==> config.mk <==
export PLATFORM = sky130hd
export DESIGN_NAME = line_rasterizer_clipped
export DESIGN_NICKNAME = d
export VERILOG_FILES = /design/src/design/lrc_pkg.sv /design/src/design/line_rasterizer_clipped.sv /design/src/design/lrc_walk.sv /design/src/design/lrc_emit.sv
export SDC_FILE = /design/constraint.sdc
export NUM_CORES = 2
export LEC_CHECK = 0
export ABC_AREA = 1
export BUFFER_PORTS_ARGS = -buffer_cell sky130_fd_sc_hd__buf_2
export CAP_MARGIN = 20
export CORE_MARGIN = 2
export CORE_UTILIZATION = 55
export DETAILED_ROUTE_END_ITERATION = 10
export GPL_ROUTABILITY_DRIVEN = 1
export GPL_TIMING_DRIVEN = 0
export PLACE_DENSITY = 0.78
export SLEW_MARGIN = 15
export SYNTH_ARGS = -nofsm -noshare
export SYNTH_HDL_FRONTEND = slang
export SYNTH_SLANG_ARGS = --single-unit
==> constraint.sdc <==
create_clock -name clk_i -period 11.8 [get_ports clk_i]
set_input_delay 2.36 -clock clk_i [delete_from_list [all_inputs] [get_ports clk_i]]
set_output_delay 2.36 -clock clk_i [all_outputs]
set_load 0.02 [all_outputs]
==> src/design/lrc_pkg.sv <==
// lrc_pkg: shared types and constants for the clipped line rasterizer
// no dependencies; used by lrc_walk, lrc_emit and line_rasterizer_clipped
package lrc_pkg;

  localparam int unsigned COORD_BITS_DEF  = 16;
  localparam int unsigned OFFSET_BITS_DEF = 26;

  localparam int unsigned WIDTH_W  = 13;
  localparam int unsigned HEIGHT_W = 13;
  localparam int unsigned PITCH_W  = 15;
  localparam int unsigned FMT_W    = 2;
  localparam int unsigned COLOR_W  = 32;

  // bits per pixel of the two supported formats
  localparam int unsigned BPP_WIDE   = 32;
  localparam int unsigned BPP_NARROW = 24;

  localparam int unsigned APB_DATA_W = 32;
  localparam int unsigned APB_ADDR_W = 4;

  localparam logic [WIDTH_W-1:0]  WIDTH_RST  = WIDTH_W'(640);
  localparam logic [HEIGHT_W-1:0] HEIGHT_RST = HEIGHT_W'(480);
  localparam logic [PITCH_W-1:0]  PITCH_RST  = PITCH_W'(2560);

  typedef enum logic [FMT_W-1:0] {
    FMT_WIDE   = 2'd0,
    FMT_NARROW = 2'd1,
    FMT_NONE   = 2'd2,
    FMT_NONE_2 = 2'd3
  } pix_fmt_e;

  typedef enum logic [1:0] {
    REG_WIDTH  = 2'd0,
    REG_HEIGHT = 2'd1,
    REG_PITCH  = 2'd2,
    REG_FORMAT = 2'd3
  } reg_idx_e;

  typedef enum logic [0:0] {
    ACT_START = 1'b0,
    ACT_STEP  = 1'b1
  } action_e;

  typedef enum logic [1:0] {
    WALK_VERT  = 2'd0,
    WALK_HORIZ = 2'd1,
    WALK_GEN   = 2'd2
  } walk_mode_e;

  typedef enum logic [1:0] {
    DIR_NONE  = 2'd0,
    DIR_PLUS  = 2'd1,
    DIR_MINUS = 2'd3
  } dir_e;

  typedef struct packed {
    logic [WIDTH_W-1:0]  width;
    logic [HEIGHT_W-1:0] height;
    logic [PITCH_W-1:0]  pitch;
    pix_fmt_e            fmt;
  } cfg_t;

endpackage

==> src/design/line_rasterizer_clipped.sv <==
// line_rasterizer_clipped: top level of the clipped line rasterizer
// depends on lrc_pkg, lrc_walk and lrc_emit
//
//   channel | dir | handshake            | contents
//   s_*     | in  | s_tvalid/s_tready    | tuser: action; tdata: endpoints, colour
//   m_*     | out | m_tvalid/m_tready    | tuser: write enable; tlast: last pixel;
//           |     |                      | tdata: x, y, byte offset, colour
//   apb     | in  | psel/penable/pready  | four 32-bit registers at 0x0..0xc
//
// one transfer per cycle in and out while m_tready is high; a step transfer's
// pixel passes the walk register, then the clip/offset result register
// the walk update (bresenham adds and compares) is combinational, so a step
// may follow every cycle; the offset multiplier sits in the second stage
// reset clears the walk (idle) and loads the default screen registers
// stalls on m_tready back up through the two stages into s_tready
module line_rasterizer_clipped
  import lrc_pkg::*;
#(
  parameter int unsigned COORD_BITS  = COORD_BITS_DEF,
  parameter int unsigned OFFSET_BITS = OFFSET_BITS_DEF,
  localparam int unsigned IN_DATA_W  = ((4 * COORD_BITS + COLOR_W + 7) / 8) * 8,
  localparam int unsigned OUT_DATA_W =
    ((2 * COORD_BITS + OFFSET_BITS + COLOR_W + 7) / 8) * 8
) (
  input  logic                  clk_i,
  input  logic                  rst_ni,
  // slave side
  input  logic                  s_tvalid_i,
  output logic                  s_tready_o,
  // tdata low to high: start_x, start_y, end_x, end_y, line_color
  input  logic [IN_DATA_W-1:0]  s_tdata_i,
  // tuser: action
  input  logic [0:0]            s_tuser_i,
  // master side
  output logic                  m_tvalid_o,
  input  logic                  m_tready_i,
  // tdata low to high: pixel_x, pixel_y, byte_offset, pixel_color
  output logic [OUT_DATA_W-1:0] m_tdata_o,
  // tuser: write_enable
  output logic [0:0]            m_tuser_o,
  output logic                  m_tlast_o,
  // configuration
  input  logic                  psel,
  input  logic                  penable,
  input  logic                  pwrite,
  input  logic [APB_ADDR_W-1:0] paddr,
  input  logic [APB_DATA_W-1:0] pwdata,
  output logic [APB_DATA_W-1:0] prdata,
  output logic                  pready
);

  cfg_t     cfg_q;
  logic     cfg_wr;
  reg_idx_e reg_idx;

  logic                         s_fire;
  logic                         walk_ready, adv;
  logic                         pix_valid, pix_last;
  logic signed [COORD_BITS-1:0] pix_x, pix_y;
  logic [COLOR_W-1:0]           pix_color;

  logic signed [COORD_BITS-1:0] out_x, out_y;
  logic                         out_we, out_last;
  logic [OFFSET_BITS-1:0]       out_offset;
  logic [COLOR_W-1:0]           out_color;

  // register file, word addressed
  assign pready  = 1'b1;
  assign reg_idx = reg_idx_e'(paddr[3:2]);
  assign cfg_wr  = psel && penable && pwrite && pready;

  always_ff @(posedge clk_i or negedge rst_ni) begin
    if (!rst_ni) begin
      cfg_q.width  <= WIDTH_RST;
      cfg_q.height <= HEIGHT_RST;
      cfg_q.pitch  <= PITCH_RST;
      cfg_q.fmt    <= FMT_WIDE;
    end else if (cfg_wr) begin
      unique case (reg_idx)
        REG_WIDTH:  cfg_q.width  <= pwdata[WIDTH_W-1:0];
        REG_HEIGHT: cfg_q.height <= pwdata[HEIGHT_W-1:0];
        REG_PITCH:  cfg_q.pitch  <= pwdata[PITCH_W-1:0];
        default:    cfg_q.fmt    <= pix_fmt_e'(pwdata[FMT_W-1:0]);
      endcase
    end
  end

  always_comb begin
    unique case (reg_idx)
      REG_WIDTH:  prdata = APB_DATA_W'(cfg_q.width);
      REG_HEIGHT: prdata = APB_DATA_W'(cfg_q.height);
      REG_PITCH:  prdata = APB_DATA_W'(cfg_q.pitch);
      default:    prdata = APB_DATA_W'(cfg_q.fmt);
    endcase
  end

  // input transfer
  assign s_tready_o = walk_ready;
  assign s_fire     = s_tvalid_i && s_tready_o;

  lrc_walk #(
    .COORD_BITS (COORD_BITS)
  ) u_walk (
    .clk_i       (clk_i),
    .rst_ni      (rst_ni),
    .in_fire_i   (s_fire),
    .action_i    (action_e'(s_tuser_i[0])),
    .x0_i        (s_tdata_i[COORD_BITS-1:0]),
    .y0_i        (s_tdata_i[2*COORD_BITS-1:COORD_BITS]),
    .x1_i        (s_tdata_i[3*COORD_BITS-1:2*COORD_BITS]),
    .y1_i        (s_tdata_i[4*COORD_BITS-1:3*COORD_BITS]),
    .color_i     (s_tdata_i[4*COORD_BITS+COLOR_W-1:4*COORD_BITS]),
    .adv_i       (adv),
    .ready_o     (walk_ready),
    .pix_valid_o (pix_valid),
    .pix_x_o     (pix_x),
    .pix_y_o     (pix_y),
    .pix_last_o  (pix_last),
    .pix_color_o (pix_color)
  );

  lrc_emit #(
    .COORD_BITS  (COORD_BITS),
    .OFFSET_BITS (OFFSET_BITS)
  ) u_emit (
    .clk_i        (clk_i),
    .rst_ni       (rst_ni),
    .cfg_i        (cfg_q),
    .pix_valid_i  (pix_valid),
    .pix_x_i      (pix_x),
    .pix_y_i      (pix_y),
    .pix_last_i   (pix_last),
    .pix_color_i  (pix_color),
    .adv_o        (adv),
    .out_valid_o  (m_tvalid_o),
    .out_ready_i  (m_tready_i),
    .out_x_o      (out_x),
    .out_y_o      (out_y),
    .out_we_o     (out_we),
    .out_offset_o (out_offset),
    .out_color_o  (out_color),
    .out_last_o   (out_last)
  );

  // result packing, zero padded to whole bytes
  assign m_tdata_o = OUT_DATA_W'({out_color, out_offset, out_y, out_x});
  assign m_tuser_o = out_we;
  assign m_tlast_o = out_last;

  // offset is forced to zero on pixels that are not written (clipped or unsupported format)
  a_offset_zero: assert property (@(posedge clk_i) disable iff (!rst_ni)
    (m_tvalid_o && !out_we) |-> (out_offset == '0))
    else $error("clipped pixel carries a nonzero offset");

  // an unsupported format never writes
  a_fmt_no_write: assert property (@(posedge clk_i) disable iff (!rst_ni)
    (m_tvalid_o && (cfg_q.fmt == FMT_NONE || cfg_q.fmt == FMT_NONE_2)) |-> !out_we)
    else $error("write enabled under an unsupported pixel format");

  // input stalls only when both stages are full and the output is blocked
  a_stall_cause: assert property (@(posedge clk_i) disable iff (!rst_ni)
    !s_tready_o |-> (pix_valid && m_tvalid_o && !m_tready_i))
    else $error("input stalled without downstream back pressure");

endmodule

==> src/design/lrc_walk.sv <==
// lrc_walk: line walk state (vertical, horizontal, bresenham) and the
// registered pixel stage feeding the emit stage; depends on lrc_pkg
module lrc_walk
  import lrc_pkg::*;
#(
  parameter int unsigned COORD_BITS = COORD_BITS_DEF
) (
  input  logic                         clk_i,
  input  logic                         rst_ni,
  input  logic                         in_fire_i,
  input  action_e                      action_i,
  input  logic signed [COORD_BITS-1:0] x0_i,
  input  logic signed [COORD_BITS-1:0] y0_i,
  input  logic signed [COORD_BITS-1:0] x1_i,
  input  logic signed [COORD_BITS-1:0] y1_i,
  input  logic [COLOR_W-1:0]           color_i,
  input  logic                         adv_i,
  output logic                         ready_o,
  output logic                         pix_valid_o,
  output logic signed [COORD_BITS-1:0] pix_x_o,
  output logic signed [COORD_BITS-1:0] pix_y_o,
  output logic                         pix_last_o,
  output logic [COLOR_W-1:0]           pix_color_o
);

  localparam int unsigned DIFF_W = COORD_BITS + 1;
  localparam int unsigned ERR_W  = COORD_BITS + 2;
  localparam int unsigned E2_W   = COORD_BITS + 3;

  logic                         busy_q, busy_d;
  walk_mode_e                   mode_q, mode_d;
  logic signed [COORD_BITS-1:0] cur_x_q, cur_x_d, cur_y_q, cur_y_d;
  logic signed [COORD_BITS-1:0] stop_x_q, stop_x_d, stop_y_q, stop_y_d;
  logic [COORD_BITS-1:0]        dx_q, dx_d, dy_q, dy_d;
  dir_e                         dir_x_q, dir_x_d, dir_y_q, dir_y_d;
  logic signed [ERR_W-1:0]      err_q, err_d;
  logic [COLOR_W-1:0]           color_q, color_d;

  logic                         s1_valid_q, s1_valid_d;
  logic signed [COORD_BITS-1:0] s1_x_q, s1_y_q;
  logic                         s1_last_q;
  logic [COLOR_W-1:0]           s1_color_q;

  logic signed [DIFF_W-1:0]     diff_x, diff_y;
  logic [DIFF_W-1:0]            abs_x, abs_y;
  logic                         last;
  logic signed [E2_W-1:0]       e2, neg_dy, pos_dx;
  logic                         take_step;

  assign ready_o   = ~s1_valid_q | adv_i;
  assign last      = (cur_x_q == stop_x_q) && (cur_y_q == stop_y_q);
  assign take_step = in_fire_i && (action_i == ACT_STEP) && busy_q;

  assign diff_x = DIFF_W'(x1_i) - DIFF_W'(x0_i);
  assign diff_y = DIFF_W'(y1_i) - DIFF_W'(y0_i);
  assign abs_x  = diff_x[DIFF_W-1] ? DIFF_W'(-diff_x) : DIFF_W'(diff_x);
  assign abs_y  = diff_y[DIFF_W-1] ? DIFF_W'(-diff_y) : DIFF_W'(diff_y);

  assign e2     = E2_W'(err_q) <<< 1;
  assign neg_dy = -E2_W'(signed'({1'b0, dy_q}));
  assign pos_dx = E2_W'(signed'({1'b0, dx_q}));

  always_comb begin
    busy_d  = busy_q;
    mode_d  = mode_q;
    cur_x_d = cur_x_q;
    cur_y_d = cur_y_q;
    stop_x_d = stop_x_q;
    stop_y_d = stop_y_q;
    dx_d    = dx_q;
    dy_d    = dy_q;
    dir_x_d = dir_x_q;
    dir_y_d = dir_y_q;
    err_d   = err_q;
    color_d = color_q;
    if (in_fire_i && (action_i == ACT_START)) begin
      busy_d  = 1'b1;
      color_d = color_i;
      dx_d    = abs_x[COORD_BITS-1:0];
      dy_d    = abs_y[COORD_BITS-1:0];
      dir_x_d = (x1_i > x0_i) ? DIR_PLUS : ((x1_i < x0_i) ? DIR_MINUS : DIR_NONE);
      dir_y_d = (y1_i > y0_i) ? DIR_PLUS : ((y1_i < y0_i) ? DIR_MINUS : DIR_NONE);
      err_d   = ERR_W'(signed'({1'b0, abs_x[COORD_BITS-1:0]}))
              - ERR_W'(signed'({1'b0, abs_y[COORD_BITS-1:0]}));
      if (x0_i == x1_i) begin
        mode_d   = WALK_VERT;
        cur_x_d  = x0_i;
        stop_x_d = x0_i;
        cur_y_d  = (y0_i < y1_i) ? y0_i : y1_i;
        stop_y_d = (y0_i < y1_i) ? y1_i : y0_i;
      end else if (y0_i == y1_i) begin
        mode_d   = WALK_HORIZ;
        cur_y_d  = y0_i;
        stop_y_d = y0_i;
        cur_x_d  = (x0_i < x1_i) ? x0_i : x1_i;
        stop_x_d = (x0_i < x1_i) ? x1_i : x0_i;
      end else begin
        mode_d   = WALK_GEN;
        cur_x_d  = x0_i;
        cur_y_d  = y0_i;
        stop_x_d = x1_i;
        stop_y_d = y1_i;
      end
    end else if (take_step) begin
      if (last) begin
        busy_d = 1'b0;
      end else begin
        unique case (mode_q)
          WALK_VERT:  cur_y_d = cur_y_q + COORD_BITS'(1);
          WALK_HORIZ: cur_x_d = cur_x_q + COORD_BITS'(1);
          default: begin
            err_d = err_q;
            if (e2 > neg_dy) begin
              err_d = err_d - ERR_W'(signed'({1'b0, dy_q}));
              case (dir_x_q)
                DIR_PLUS:  cur_x_d = cur_x_q + COORD_BITS'(1);
                DIR_MINUS: cur_x_d = cur_x_q - COORD_BITS'(1);
                default:   cur_x_d = cur_x_q;
              endcase
            end
            if (e2 < pos_dx) begin
              err_d = err_d + ERR_W'(signed'({1'b0, dx_q}));
              case (dir_y_q)
                DIR_PLUS:  cur_y_d = cur_y_q + COORD_BITS'(1);
                DIR_MINUS: cur_y_d = cur_y_q - COORD_BITS'(1);
                default:   cur_y_d = cur_y_q;
              endcase
            end
          end
        endcase
      end
    end
  end

  always_comb begin
    s1_valid_d = s1_valid_q;
    if (take_step) begin
      s1_valid_d = 1'b1;
    end else if (adv_i) begin
      s1_valid_d = 1'b0;
    end
  end

  always_ff @(posedge clk_i or negedge rst_ni) begin
    if (!rst_ni) begin
      busy_q     <= 1'b0;
      mode_q     <= WALK_VERT;
      cur_x_q    <= '0;
      cur_y_q    <= '0;
      stop_x_q   <= '0;
      stop_y_q   <= '0;
      dx_q       <= '0;
      dy_q       <= '0;
      dir_x_q    <= DIR_NONE;
      dir_y_q    <= DIR_NONE;
      err_q      <= '0;
      color_q    <= '0;
      s1_valid_q <= 1'b0;
    end else begin
      busy_q     <= busy_d;
      mode_q     <= mode_d;
      cur_x_q    <= cur_x_d;
      cur_y_q    <= cur_y_d;
      stop_x_q   <= stop_x_d;
      stop_y_q   <= stop_y_d;
      dx_q       <= dx_d;
      dy_q       <= dy_d;
      dir_x_q    <= dir_x_d;
      dir_y_q    <= dir_y_d;
      err_q      <= err_d;
      color_q    <= color_d;
      s1_valid_q <= s1_valid_d;
    end
  end

  always_ff @(posedge clk_i) begin
    if (take_step) begin
      s1_x_q     <= cur_x_q;
      s1_y_q     <= cur_y_q;
      s1_last_q  <= last;
      s1_color_q <= color_q;
    end
  end

  assign pix_valid_o = s1_valid_q;
  assign pix_x_o     = s1_x_q;
  assign pix_y_o     = s1_y_q;
  assign pix_last_o  = s1_last_q;
  assign pix_color_o = s1_color_q;

endmodule

==> src/design/lrc_emit.sv <==
// lrc_emit: clipping, byte offset and colour masking into the result register
// depends on lrc_pkg
module lrc_emit
  import lrc_pkg::*;
#(
  parameter int unsigned COORD_BITS  = COORD_BITS_DEF,
  parameter int unsigned OFFSET_BITS = OFFSET_BITS_DEF
) (
  input  logic                         clk_i,
  input  logic                         rst_ni,
  input  cfg_t                         cfg_i,
  input  logic                         pix_valid_i,
  input  logic signed [COORD_BITS-1:0] pix_x_i,
  input  logic signed [COORD_BITS-1:0] pix_y_i,
  input  logic                         pix_last_i,
  input  logic [COLOR_W-1:0]           pix_color_i,
  output logic                         adv_o,
  output logic                         out_valid_o,
  input  logic                         out_ready_i,
  output logic signed [COORD_BITS-1:0] out_x_o,
  output logic signed [COORD_BITS-1:0] out_y_o,
  output logic                         out_we_o,
  output logic [OFFSET_BITS-1:0]       out_offset_o,
  output logic [COLOR_W-1:0]           out_color_o,
  output logic                         out_last_o
);

  localparam int unsigned CMP_W  = (COORD_BITS > WIDTH_W) ? COORD_BITS : WIDTH_W;
  localparam int unsigned ROW_W  = COORD_BITS + PITCH_W;
  localparam int unsigned COL_W  = COORD_BITS + 2;
  localparam int unsigned SUM_W  = COORD_BITS + PITCH_W + 1;
  localparam int unsigned OFS_W  = (SUM_W > OFFSET_BITS) ? SUM_W : OFFSET_BITS;

  logic                   valid_q;
  logic [COORD_BITS-1:0]  xu, yu;
  logic                   on_screen, fmt_ok, we;
  logic [ROW_W-1:0]       row_ofs;
  logic [COL_W-1:0]       col_ofs;
  logic [OFS_W-1:0]       sum;
  logic [COLOR_W-1:0]     color;

  assign xu = COORD_BITS'(unsigned'(pix_x_i));
  assign yu = COORD_BITS'(unsigned'(pix_y_i));

  assign on_screen = !pix_x_i[COORD_BITS-1] && !pix_y_i[COORD_BITS-1]
                  && (CMP_W'(xu) < CMP_W'(cfg_i.width))
                  && (CMP_W'(yu) < CMP_W'(cfg_i.height));
  assign fmt_ok    = (cfg_i.fmt == FMT_WIDE) || (cfg_i.fmt == FMT_NARROW);
  assign we        = on_screen && fmt_ok;

  assign row_ofs = ROW_W'(yu) * ROW_W'(cfg_i.pitch);

  // wide format: x*4, narrow format: x*3
  always_comb begin
    case (cfg_i.fmt)
      FMT_WIDE:   col_ofs = COL_W'(xu) << (BPP_WIDE / 16);
      default:    col_ofs = COL_W'(xu) + (COL_W'(xu) << 1);
    endcase
  end

  assign sum = OFS_W'(row_ofs) + OFS_W'(col_ofs);

  always_comb begin
    color = pix_color_i;
    if (cfg_i.fmt == FMT_NARROW) begin
      color = {{(COLOR_W - BPP_NARROW){1'b0}}, pix_color_i[BPP_NARROW-1:0]};
    end
  end

  assign adv_o       = ~valid_q | out_ready_i;
  assign out_valid_o = valid_q;

  always_ff @(posedge clk_i or negedge rst_ni) begin
    if (!rst_ni) begin
      valid_q <= 1'b0;
    end else if (adv_o) begin
      valid_q <= pix_valid_i;
    end
  end

  always_ff @(posedge clk_i) begin
    if (adv_o && pix_valid_i) begin
      out_x_o      <= pix_x_i;
      out_y_o      <= pix_y_i;
      out_we_o     <= we;
      out_offset_o <= we ? sum[OFFSET_BITS-1:0] : '0;
      out_color_o  <= color;
      out_last_o   <= pix_last_i;
    end
  end

endmodule

# Word-level counts from Yosys, hierarchy flattened
# Cells that the tools add are included.
dict set report word_totals {
  out_inout_bits 133
  ff_bits 355
  elab_cells 159
  in_bits 140
}
dict set report classes {
  n_reduce_logical 35
  bitwise_logic 6
  n_addsub 14
  mux 48
  order_cmp 10
  n_mul 1
  n_eq_ne 16
}
# op count
set ops {}
lappend ops {{$mux W16} 21}
lappend ops {{$mux W18} 11}
lappend ops {{$pmux W16 S2} 4}
lappend ops {{$eq A16 B16 Y1} 4}
lappend ops {{$lt A16 B16 Y1} 4}
lappend ops {{$sub A16 B16 Y17} 3}
lappend ops {{$pmux W15 S3} 1}
lappend ops {{$add A16 B2 Y16 const B} 2}
lappend ops {{$gt A16 B16 Y1} 2}
lappend ops {{$lt A16 B13 Y1} 2}
lappend ops {{$neg A16 Y16} 2}
lappend ops {{$sub A16 B2 Y16 const B} 2}
lappend ops {{$add A26 B18 Y26} 1}
lappend ops {{$mul A16 B15 Y26} 1}
lappend ops {{$gt A19 B19 Y1} 1}
lappend ops {{$lt A19 B17 Y1} 1}
lappend ops {{$neg A16 Y19} 1}
lappend ops {{$add A16 B17 Y18} 1}
lappend ops {{$add A18 B17 Y18} 1}
lappend ops {{$sub A18 B17 Y18} 1}
lappend ops {{$logic_and A1 B1 Y1} 12}
lappend ops {{$mux W2} 6}
lappend ops {{$eq A2 B1 Y1 const B} 5}
lappend ops {{$reduce_and A2 Y1} 5}
lappend ops {{other kinds (16)} 36}

# Logic depth before layout (Yosys ltp)
dict set report depth {
  word_depth 14
  ltp_mapped 40
  ltp_nobuf 40
}

# Modules after synthesis
# Synthesis repeated with hierarchy kept, for this count alone.
dict set report unflattened {
  cells_unflattened 4459
  hier_area_um2 33324.5
}
# mod instances cells_per_inst seq_area_each_um2 area_per_inst_um2
set by_module_without_submodules {}
lappend by_module_without_submodules {lrc_walk 1 2513 5805.6 17863.4}
lappend by_module_without_submodules {lrc_emit 1 1655 2787.7 13180.1}
lappend by_module_without_submodules {line_rasterizer_clipped 1 291 1086.0 2280.9}

# Worst setup path before layout
# No wires, ideal clock.
dict set report synth_path {
  path_kind {input -> register}
  startpoint {input m_tready_i}
  endpoint {register u_emit.out_color_o[0] (enable)}
  setup_time_ns 0.573
  path_stages 2
  required_ns 11.227
  n_path_buf 0
  t_arrival_ns 6.845
  setup_slack_ns 4.382
  path_cell_list {inv_1 -> a21oi_1}
}
dict set report synth_between {
  elab_chain_len 2
}
# element line
set synth_lines {}
lappend synth_lines {{from (decl)} line_rasterizer_clipped.sv:36} ;# input logic m_tready_i,
lappend synth_lines {{$or A1 B1 Y1} lrc_emit.sv:70} ;# assign adv_o = ~valid_q | out_ready_i;
lappend synth_lines {{$logic_and A1 B1 Y1} lrc_emit.sv:82} ;# if (adv_o && pix_valid_i) begin
lappend synth_lines {{to (signal assigned)} lrc_emit.sv:87} ;# out_color_o <= color;
lappend synth_lines {{to (decl)} lrc_emit.sv:24} ;# output logic [COLOR_W-1:0] out_color_o,
# Every way passes these cells.
# A chain may end at the register's enable or synchronous reset.

# Final worst setup path
dict set report layout_path {
  startpoint {register cfg_q[6] (netlist name)}
  endpoint {register u_emit.out_offset_o[22], data pin}
}
dict set report layout_between {
  elab_chain_len 2
}
# element line
set layout_lines {}
lappend layout_lines {{from (decl)} line_rasterizer_clipped.sv:52} ;# cfg_t cfg_q;
lappend layout_lines {{$mul A16 B15 Y26} lrc_emit.sv:51} ;# assign row_ofs = ROW_W'(yu) * ROW_W'(cfg_i.pitch);
lappend layout_lines {{$add A26 B18 Y26} lrc_emit.sv:61} ;# assign sum = OFS_W'(row_ofs) + OFS_W'(col_ofs);
lappend layout_lines {{to (signal assigned)} lrc_emit.sv:86} ;# out_offset_o <= we ? sum[OFFSET_BITS-1:0] : '0;
lappend layout_lines {{to (decl)} lrc_emit.sv:23} ;# output logic [OFFSET_BITS-1:0] out_offset_o,
# Every way passes these cells.

==> results_dict.tcl <==
set metrics [dict create \
    first_global_vias 28467 \
    met3_length_um 9670 \
    fp-row-count 88 \
    synth_seq_area_share_pct 30.2 \
    rsz0062_at_grt "false" \
    cp_max_fo 10 \
    drtAntennaViolNets 0 \
    worstSetupPathType "reg -> reg" \
    worst_path_most_repeated_cell "fa_1" \
    synthXorXnorAreaFrac_pct 4.43 \
    drtIter0Drc 2809 \
    async_flop_share_pct 55.8 \
    clkTransAtPathRegs_ns 0.07 \
    finalClockSkew_ns 0.0466 \
    wl_met2_um 44700 \
    critPathCaptureType "flop" \
    preCtsSetupSlack_ns 4.72 \
    area_growth_pct 12.1 \
    portBuffers 229 \
    routedWlPerCell_um 19.1 \
    start_util_pct 55.6 \
    top_layer_used "met5" \
    ys_types 63 \
    period_minus_slack_ns 7.08 \
    muxShareOfSynthArea_pct 0.0665 \
    crit_path_max_incr_delay_ns 0.54 \
    yosysWarnings 0 \
    clock_latency_ns 0.61 \
    syn-instance-count 4184 \
    regToRegSetupSlack_ns 4.72 \
    status "completed" \
    maxSlewViolCount 0 \
    worst_slack_ns 4.72 \
    routed_wl_um 101000 \
    dr.pass1.iters 6 \
    numCtsBuffers 42 \
    grt_max_degree 75 \
    detailed_place_hpwl_um 80700 \
    dr_total_vias 29305 \
    slowest_stage "buf_1" \
    wl_met1_um 41900 \
    synth_adder_area_share_pct 21.5 \
    tightestPinTransition_ns 1.15 \
    gp_congestion 1.01 \
    dieHeight_um 245 \
    yosysTopAreaCellShare_pct 14.9 \
    synthTopCellsByArea "dfrtp_1 15%, edfxtp_1 15%, nand2_1 14%, fa_1 12%, ha_1 9.3%" \
    cts_tree "yes" \
    synth_edf_count 157 \
    synth_top_family_by_area "simple AND/OR/NAND/NOR gates" \
    h-tree-depth 2 \
    maxSlewHeadroom_pct 23.4 \
    overflow 0 \
    setup_violations 0 \
    postCtsSetupBuffers 0 \
    synth.ff_latch_count 355 \
    synth.cell_area_mm2 0.0320 \
    synth_area_per_cell_um2 7.65 \
    arrival_ns 7.38 \
    final_cell_mix "1153 x nand2_1, 728 x inv_1, 244 x buf_2, 239 x ha_1" \
    grtUsageTotal_pct 34.0 \
    cp.required_ns 12.11 \
    max_freq_mhz 141 \
    synth_compound_area_share_pct 10.1 \
    io_pins 273 \
    hold_viol 0 \
    antennaDiodeCount 0 \
    ctsHoldBuffers 0 \
    synth_top_area_cell "dfrtp_1" \
    nFillCells 5159 \
    cts_num_sinks 355 \
    clock_path_buffers 3 \
    hp-class "reg -> reg" \
    crit_chain "clkbuf_1, buf_1, nand2_1, fa_1, inv_1, fa_1, fa_1, inv_1, fa_1, fa_1, inv_1, fa_1, ha_1, clkbuf_1, nand2_1, nor3_1, a21oi_1, o21bai_1, nand3_1, nand2_1, xor2_1, nor2_1" \
    die_width_um 245 \
    final_nets 5060 \
    critPathLaunchType "flop" \
    maxCapViolCount 0 \
    core_mm2 0.0576 \
    mostFrequentLayoutCell "nand2_1" \
    setup-tns-final_ns 0 \
    post-route-drc-count 0 \
    routed_via_density 5.54 \
    cts_root_buf "clkbuf_16" \
    synth-simple-area-share_pct 22.6 \
    ctsResizeCount 0 \
    grt_pass1_wl_um 158000 \
    grt_antenna_before_repair 1 \
    die_area_mm2 0.0601 \
    drive_gt1_share_pct 8.94 \
    finalCritPeriodShare_pct 60.0 \
    ys.flop_type "dfrtp_1" \
]
## worst max-delay path, delay by kind of cell (launching register included)
family / cells / cell delay, ns
and+or+nand+nor: 6 / 0.98
adders and majority gates: 7 / 3.35
xor gates and xnor gates: 1 / 0.15
AOI/OAI and AO/OA: 2 / 0.49
DFF: 1 / 0.33
buffers and inverters: 6 / 1.51
## flip-flops by register name, summed over array words and instances, names as in the netlist, 2 cells and up
name and count:
u_walk.dir_y_q 2, u_walk.dx_q 16, u_walk.stop_x_q 16, u_walk.color_q 32
u_walk.stop_y_q 16, u_emit.out_offset_o 26, u_emit.out_color_o 32, u_emit.out_y_o 16
u_walk.dy_q 16, u_walk.pix_color_o 32, u_walk.pix_y_o 16, u_walk.dir_x_q 2
u_walk.err_q 18, u_walk.pix_x_o 16, cfg_q 43, u_walk.cur_y_q 16
u_walk.mode_q 2, u_walk.cur_x_q 16, u_emit.out_x_o 16
## synth_stat cells (all sizes together) (2+ instances only)
| library cell | instances |
|---|---|
| a21o | 19 |
| dfrtp | 190 |
| or2 | 24 |
| and2 | 7 |
| a221oi | 6 |
| inv | 734 |
| o21bai | 9 |
| o2111ai | 2 |
| o31ai | 9 |
| xor2 | 93 |
| a22oi | 3 |
| a2bb2oi | 19 |
| o21a | 8 |
| fa | 195 |
| nor2 | 229 |
| xnor2 | 69 |
| nand2 | 1162 |
| o21ai | 224 |
| o211ai | 17 |
| edfxtp | 157 |
| clkbuf | 106 |
| a21boi | 5 |
| nor3 | 40 |
| nor3b | 4 |
| o221ai | 4 |
| a31oi | 13 |
| dfstp | 8 |
| nand3 | 228 |
| buf | 59 |
| nor4 | 15 |
| nand3b | 7 |
| a21oi | 230 |
| nand4 | 35 |
| ha | 239 |
| conb | 2 |
## worst paths after layout
check,startpoint,to,cells past startpoint
setup / recovery,cfg_q[6],u_emit.out_offset_o[22],22
hold / removal,u_walk.pix_color_o[0],u_emit.out_color_o[0],0
setup reg to reg,cfg_q[6],u_emit.out_offset_o[22],22
hold reg to reg,u_walk.pix_color_o[0],u_emit.out_color_o[0],0
max in group asynchronous,rst_ni,cfg_q[33],3
min in group asynchronous,rst_ni,u_walk.dx_q[6],1
## through the flow
| step | utilization [%] | instances | hold slack (ns) | instance area [um^2] |
|---|---|---|---|---|
| floorplan | - | 4206 | 0.400 | 32100 |
| finish | 62.3 | 5285 | 0.418 | 35900 |
| CTS | 62.3 | 5285 | 0.419 | 35900 |
| detailed placement | 59.7 | 5207 | 0.405 | 34400 |
| global route | 62.3 | 5285 | 0.423 | 35900 |
| global placement | 59.4 | 5200 | 0.401 | 34200 |
## metal layers
metal / up-vias / global-route usage, %
met5: - / 0
met4: 2 / 14.8
met3: 258 / 6.21
met2: 1357 / 52.6
met1: 13869 / 46.8
li1: 13819 / -
## area by class of cell
type / count / area [um^2] / area share [%]
sequential: 355 / 9680 / 27.0
multi-input combinational: 2951 / 18900 / 52.7
timing repair buffer: 236 / 1330 / 3.72
clock inverter: 26 / 333 / 0.928
clock buffer: 52 / 1140 / 3.18
inverter: 735 / 2760 / 7.70
buffer: 165 / 756 / 2.11
tap: 765 / 957 / 2.67
## kinds of logic (layout without fill, tap and decap cells)
| group | count (synthesis) | in the layout |
|---|---|---|
| and+or+nand+nor | 1753 | 1753 |
| xor gates and xnor gates | 162 | 162 |
| AOI/OAI and AO/OA | 576 | 576 |
| muxes | 2 | 2 |
| buffers and inverters | 900 | 1214 |
| other | 2 | 24 |
| DFF | 355 | 355 |
| adders and majority gates | 434 | 434 |
Power is left out: the tool's default activity adds up to more than one toggle a clock period on the data nets, which glitch-free logic cannot reach.
